File: config.mk
export PLATFORM = sky130hd
export DESIGN_NAME = icm_judge
export DESIGN_NICKNAME = d
export VERILOG_FILES = /design/src/icm_pkg.sv /design/src/icm_judge.sv
export SDC_FILE = /design/constraint.sdc
export NUM_CORES = 2
export LEC_CHECK = 0
export ABC_AREA = 1
export ABC_CLOCK_PERIOD_IN_PS = 9100
export BUFFER_PORTS_ARGS = -buffer_cell sky130_fd_sc_hd__clkbuf_2
export CAP_MARGIN = 20
export CELL_PAD_IN_SITES_DETAIL_PLACEMENT = 1
export CELL_PAD_IN_SITES_GLOBAL_PLACEMENT = 2
export CORE_UTILIZATION = 40
export DETAILED_ROUTE_END_ITERATION = 8
export PLACE_DENSITY_LB_ADDON = 0.15
export SYNTH_ARGS = -nofsm -noshare
export SYNTH_HDL_FRONTEND = slang
export SYNTH_SLANG_ARGS = --single-unit
File: constraint.sdc
create_clock -name clk -period 9.1 [get_ports clk]
set_input_delay 0.455 -clock clk [delete_from_list [all_inputs] [get_ports clk]]
set_output_delay 0.455 -clock clk [all_outputs]
set_load 0.01 [all_outputs]
File: src/icm_pkg.sv
// ============================================================================
// icm_pkg
// Shared types, codes and helpers for the iteration convergence monitor.
// ============================================================================
package icm_pkg;

    localparam int CFG_INDEX_W = 3;
    localparam int CFG_DATA_W  = 32;

    typedef enum logic [2:0] {
        VERDICT_ITERATING    = 3'd0,
        VERDICT_CONVERGED    = 3'd1,
        VERDICT_MAX_ITER     = 3'd2,
        VERDICT_INSUFFICIENT = 3'd3,
        VERDICT_BAD_NUMBER   = 3'd4,
        VERDICT_TOO_LARGE    = 3'd5,
        VERDICT_DIVERGED     = 3'd6
    } verdict_t;

    typedef enum logic [CFG_INDEX_W-1:0] {
        REG_MIN_ACCEPTED         = 3'd0,
        REG_MAX_ITERATIONS       = 3'd1,
        REG_MAX_TRANS_CORRECTION = 3'd2,
        REG_MAX_ROT_CORRECTION   = 3'd3,
        REG_DIVERGENCE_RATIO     = 3'd4,
        REG_TRANS_THRESHOLD      = 3'd5,
        REG_ROT_THRESHOLD        = 3'd6
    } cfg_index_t;

    localparam logic [15:0] RST_MIN_ACCEPTED         = 16'd1;
    localparam logic [15:0] RST_MAX_ITERATIONS       = 16'd10;
    localparam logic [31:0] RST_MAX_TRANS_CORRECTION = 32'd65536;
    localparam logic [31:0] RST_MAX_ROT_CORRECTION   = 32'd65536;
    localparam logic [15:0] RST_DIVERGENCE_RATIO     = 16'd512;
    localparam logic [31:0] RST_TRANS_THRESHOLD      = 32'd66;
    localparam logic [31:0] RST_ROT_THRESHOLD        = 32'd66;

    localparam logic [15:0] ITER_MAX = 16'hFFFF;

    typedef struct packed {
        logic               start_new;
        logic signed [31:0] trans_x;
        logic signed [31:0] trans_y;
        logic signed [31:0] trans_z;
        logic signed [31:0] rot_x;
        logic signed [31:0] rot_y;
        logic signed [31:0] rot_z;
        logic [31:0]        residual_rms;
        logic [15:0]        accepted_count;
        logic               bad_number;
    } obs_t;

    typedef struct packed {
        verdict_t    verdict;
        logic [15:0] iteration_number;
    } res_t;

    typedef struct packed {
        logic [15:0] min_accepted;
        logic [15:0] max_iterations;
        logic [31:0] max_trans_correction;
        logic [31:0] max_rot_correction;
        logic [15:0] divergence_ratio;
        logic [31:0] trans_threshold;
        logic [31:0] rot_threshold;
    } cfg_t;

    typedef struct packed {
        logic [63:0] max_trans_sq;
        logic [63:0] max_rot_sq;
        logic [63:0] trans_thr_sq;
        logic [63:0] rot_thr_sq;
    } cfg_sq_t;

    // side information carried alongside the norm pipeline
    typedef struct packed {
        logic        start_new;
        logic        bad_number;
        logic [15:0] accepted_count;
        logic [31:0] rms;
        logic [47:0] rms_prod;
    } side_t;

    // decision flags presented to the judge stage
    typedef struct packed {
        logic        start_new;
        logic        bad_number;
        logic        insufficient;
        logic        too_large;
        logic        converged;
        logic [31:0] rms;
        logic [47:0] rms_prod;
    } judge_in_t;

    typedef struct packed {
        verdict_t    verdict;
        logic [15:0] total;
    } judge_state_t;

    function automatic logic [31:0] magnitude(input logic signed [31:0] v);
        logic [31:0] u;
        u = v;
        return u[31] ? (~u + 32'd1) : u;
    endfunction

endpackage

File: src/icm_judge.sv
// ============================================================================
// icm_judge
// Sticky verdict, iteration count and RMS history; result register.
// ============================================================================
module icm_judge
    import icm_pkg::*;
(
    input  logic         clk,
    input  logic         rst_n,
    input  logic         take_out,
    input  logic         s4_valid,
    input  judge_in_t    s4,
    input  logic [15:0]  max_iterations,
    input  logic [15:0]  divergence_ratio,
    output logic         res_valid,
    output res_t         res,
    output judge_state_t st
);

    judge_state_t st_reg;
    judge_state_t st_next;
    logic [31:0]  prev_rms_reg;
    logic [31:0]  prev_rms_next;
    logic [47:0]  prev_prod_reg;
    logic [47:0]  prev_prod_next;
    logic         res_valid_reg;
    res_t         res_reg;
    res_t         res_next;

    logic         load;
    verdict_t     verdict_in;
    logic [15:0]  total_in;
    logic [31:0]  prev_in;
    logic [47:0]  prod_in;
    logic [47:0]  refresh_prod;
    logic         record;
    logic         diverged;

    assign load = take_out && s4_valid;

    always_comb
    begin
        verdict_in   = s4.start_new ? VERDICT_ITERATING : st_reg.verdict;
        total_in     = s4.start_new ? 16'd0 : st_reg.total;
        prev_in      = s4.start_new ? 32'd0 : prev_rms_reg;
        prod_in      = s4.start_new ? 48'd0 : prev_prod_reg;
        refresh_prod = divergence_ratio * prev_rms_reg;

        record           = (verdict_in == VERDICT_ITERATING);
        st_next.verdict  = verdict_in;
        st_next.total    = total_in;
        prev_rms_next    = prev_in;
        diverged         = 1'b0;

        if (record)
        begin
            if (total_in != ITER_MAX)
            begin
                st_next.total = total_in + 16'd1;
            end
            prev_rms_next = s4.rms;
            diverged = (st_next.total > 16'd1) && (prev_in != 32'd0)
                       && ({8'd0, s4.rms, 8'd0} > prod_in);

            if (s4.bad_number)
            begin
                st_next.verdict = VERDICT_BAD_NUMBER;
            end
            else if (s4.insufficient)
            begin
                st_next.verdict = VERDICT_INSUFFICIENT;
            end
            else if (s4.too_large)
            begin
                st_next.verdict = VERDICT_TOO_LARGE;
            end
            else if (diverged)
            begin
                st_next.verdict = VERDICT_DIVERGED;
            end
            else if (s4.converged)
            begin
                st_next.verdict = VERDICT_CONVERGED;
            end
            else if (st_next.total >= max_iterations)
            begin
                st_next.verdict = VERDICT_MAX_ITER;
            end
        end

        prev_prod_next            = (load && record) ? s4.rms_prod : refresh_prod;
        res_next.verdict          = st_next.verdict;
        res_next.iteration_number = st_next.total;
    end

    always_ff @(posedge clk or negedge rst_n)
    begin
        if (!rst_n)
        begin
            st_reg.verdict <= VERDICT_ITERATING;
            st_reg.total   <= 16'd0;
            prev_rms_reg   <= 32'd0;
            prev_prod_reg  <= 48'd0;
            res_valid_reg  <= 1'b0;
        end
        else
        begin
            prev_prod_reg <= prev_prod_next;
            if (take_out)
            begin
                res_valid_reg <= s4_valid;
            end
            if (load)
            begin
                st_reg       <= st_next;
                prev_rms_reg <= prev_rms_next;
            end
        end
    end

    always_ff @(posedge clk)
    begin
        if (take_out)
        begin
            res_reg <= res_next;
        end
    end

    assign res_valid = res_valid_reg;
    assign res       = res_reg;
    assign st        = st_reg;

endmodule

==> impl_metrics.ini <==
[cts]
cts_buffers = 17
clock_path_buffers = 2
cts_tree = yes
cts_resized = 0
holdBufCountCts = 0
cts_setup_buffers = 0
clk_pin_slew_ps = 60
clk_latency_ps = 450
cts.sinks = 119
cts-root-buf = clkbuf_16
h-tree-depth = 4

[sta]
fin_setup_tns_ps = 0
max_freq_mhz = 136
setup_viol = 0
rsz0062_at_grt = no
slew_viol_final = 0
fin_skew_ps = 10.4
relSlewSlack_pct = 22.7
hold_ws_ps = 39.4
worst_slack_ps = 1750
hold_viol = 0
min_period_ps = 7350
fin_crit_sh_pct = 80.7
tightest_slew_ps = 1160

[worst_setup_path]
critPathMaxFanout = 17
crit_type = reg2reg
arrival_ps = 7720
end_kind = flop
required_ps = 9470
cp-start-kind = flop
ff2ff_setup_slack_ps = 1750

[floorplanning]
die_x_um = 246
die-height_um = 246
placementRows = 89
ios = 160
core_area_sq_um = 59000
start_util_pct = 40.5
die_area_sq_um = 60800

[yosys]
synth_nets = 3914
synth_seq_area_share_pct = 12.9
avgSynthCellArea_sq_um = 7.46
ys_ff_latch = 119
synth_ff_type = dfrtp_1
synth_edf_count = 19
yosysWarnings = 0
synthCells = 3206
syn-cell-area_sq_um = 23900
async_flop_share_pct = 84.0
synthDistinctLibCells = 47

[cells_and_area]
nets = 3963
mostFrequentLayoutCells = nand2_1 (936), inv_1 (789), fa_1 (418)
fin_area_sq_um = 25900
num-fill-cells = 7384
layout_commonest_cell = nand2_1
insertedDiodeCount = 0
regArea_sq_um = 3070
multi_input_area_sq_um = 17200
largest_reg_flops = 48
area_growth_pct = 8.14
drive_above_1_share_pct = 7.56

[place]
preCtsSetupSlack_ps = 1720
place_hpwl_um = 66600
numPortBuffers = 159
gp_congestion = 0.896
placed_area_sq_um = 25200

[status]
status = complete, no violations

[detailed_routing]
drtAntennaViolNets = 0
viasPerCell = 5.10
wire_per_inst_um = 20.5
routed_wl_um = 82800
dr.first_iter.drc_count = 875
drc = 0
dr_total_vias = 20621
firstDrtPassIters = 5

[worst_hold_path]
hold_class = in2async

[grt]
grt-ovfl-total = 0
antenna_found_initial = 0
grt_pass1_vias = 23299
grt_first_pass_wirelength_um = 131000
gr-usage-all-layers_pct = 28.4
grt_max_degree = 75

[job]
drv_cap = 0
-- worst paths after layout --
| path | startpoint | to | cells past startpoint |
|---|---|---|---|
| max | prev_rms_reg[11]$_DFFE_PN0P_ | prev_prod_reg[29]$_DFF_PN0_ | 22 |
| min | rst_n | st[5]$_DFFE_PN0P_ | 1 |
| max reg2reg | prev_rms_reg[11]$_DFFE_PN0P_ | prev_prod_reg[29]$_DFF_PN0_ | 22 |
| min reg2reg | st[17]$_DFFE_PN0P_ | st[17]$_DFFE_PN0P_ | 2 |
| max in group asynchronous | rst_n | prev_rms_reg[4]$_DFFE_PN0P_ | 2 |
| min in group clk | s4[13] | prev_prod_reg[13]$_DFF_PN0_ | 3 |
-- synthesized netlist by cell type, types with 2 or more instances --
cell        n  area share [%]
nand2_2     3           0.079
xor2_1     19            0.70
nor4_1      5            0.13
o21a_1      7            0.22
inv_1     789              12
a21oi_1   104             2.2
or2_2       9            0.24
ha_1      169             8.8
fa_1      418              35
o22ai_1    14            0.37
xnor2_1    12            0.44
nor3_1      8            0.17
buf_1      18            0.28
nand3_1    65             1.4
o21bai_1    2           0.063
dfrtp_1   100              10
a31oi_1    26            0.68
nor2_1    163             2.6
nor2_2      5            0.13
o21ai_1     6            0.13
inv_2       3           0.047
a211oi_1    2           0.063
buf_6       2           0.094
nand2_1   936              15
nor2_4      2           0.094
nand3_2     5            0.21
nand4_1    20            0.52
buf_2      13            0.27
clkbuf_1  120             1.9
o31ai_1     2           0.063
a21o_1      4            0.13
edfxtp_1   19             2.4
o21ai_0   121             2.5
and3_1      2           0.052
-- routing by layer --
layer  vias up  global-route usage [%]  wire length [um]
met4         0                    9.15              2660
met3       124                    3.22              2880
li1       9504                       -                 -
met5         -                       0                 0
met2       403                    51.1             42600
met1     10590                    35.2             34600
-- cells by family (layout without fill, tap and decap cells) --
kind of cell	after synthesis	in the layout	synth area share, %
fa+ha+maj	587	587	43.8
buf+inv	948	1010	15.1
xor+xnor	31	31	1.14
flops	119	119	12.9
simple gates	1228	1228	20.5
compound gates	293	293	6.59
-- per-stage QoR --
stage	cells	util [%]
finish	4041	43.8
global route	4041	43.8
CTS	4041	43.8
detailed placement	4009	42.8
global placement	4009	42.8
floorplan	3206	-
-- critical path: stages, from the launching register on --
cell	delay [ps]
dfrtp_1	1070
nand2_1	210
fa_1	590
inv_1	60
fa_1	480
fa_1	580
fa_1	450
fa_1	520
inv_1	60
fa_1	480
inv_1	40
ha_1	380
nand2_1	150
nor2_1	140
inv_1	110
nor2_1	110
inv_1	70
nor4_1	680
a21oi_1	310
o21ai_0	270
or2_2	150
nand3_1	180
nand2_1	160
-- final cells by class --
class                           instances  share of cell area (%)
Sequential cell                       119                    11.9
Clock buffer                           19                    1.67
Clock inverter                         13                   0.697
Multi-Input combinational cell       2139                    66.7
Tap cell                              773                    3.74
Inverter                              794                    11.5
Timing Repair Buffer                  184                    3.81
Power is left out: the tool's default activity adds up to more than one toggle a clock period on the data nets, which glitch-free logic cannot reach.
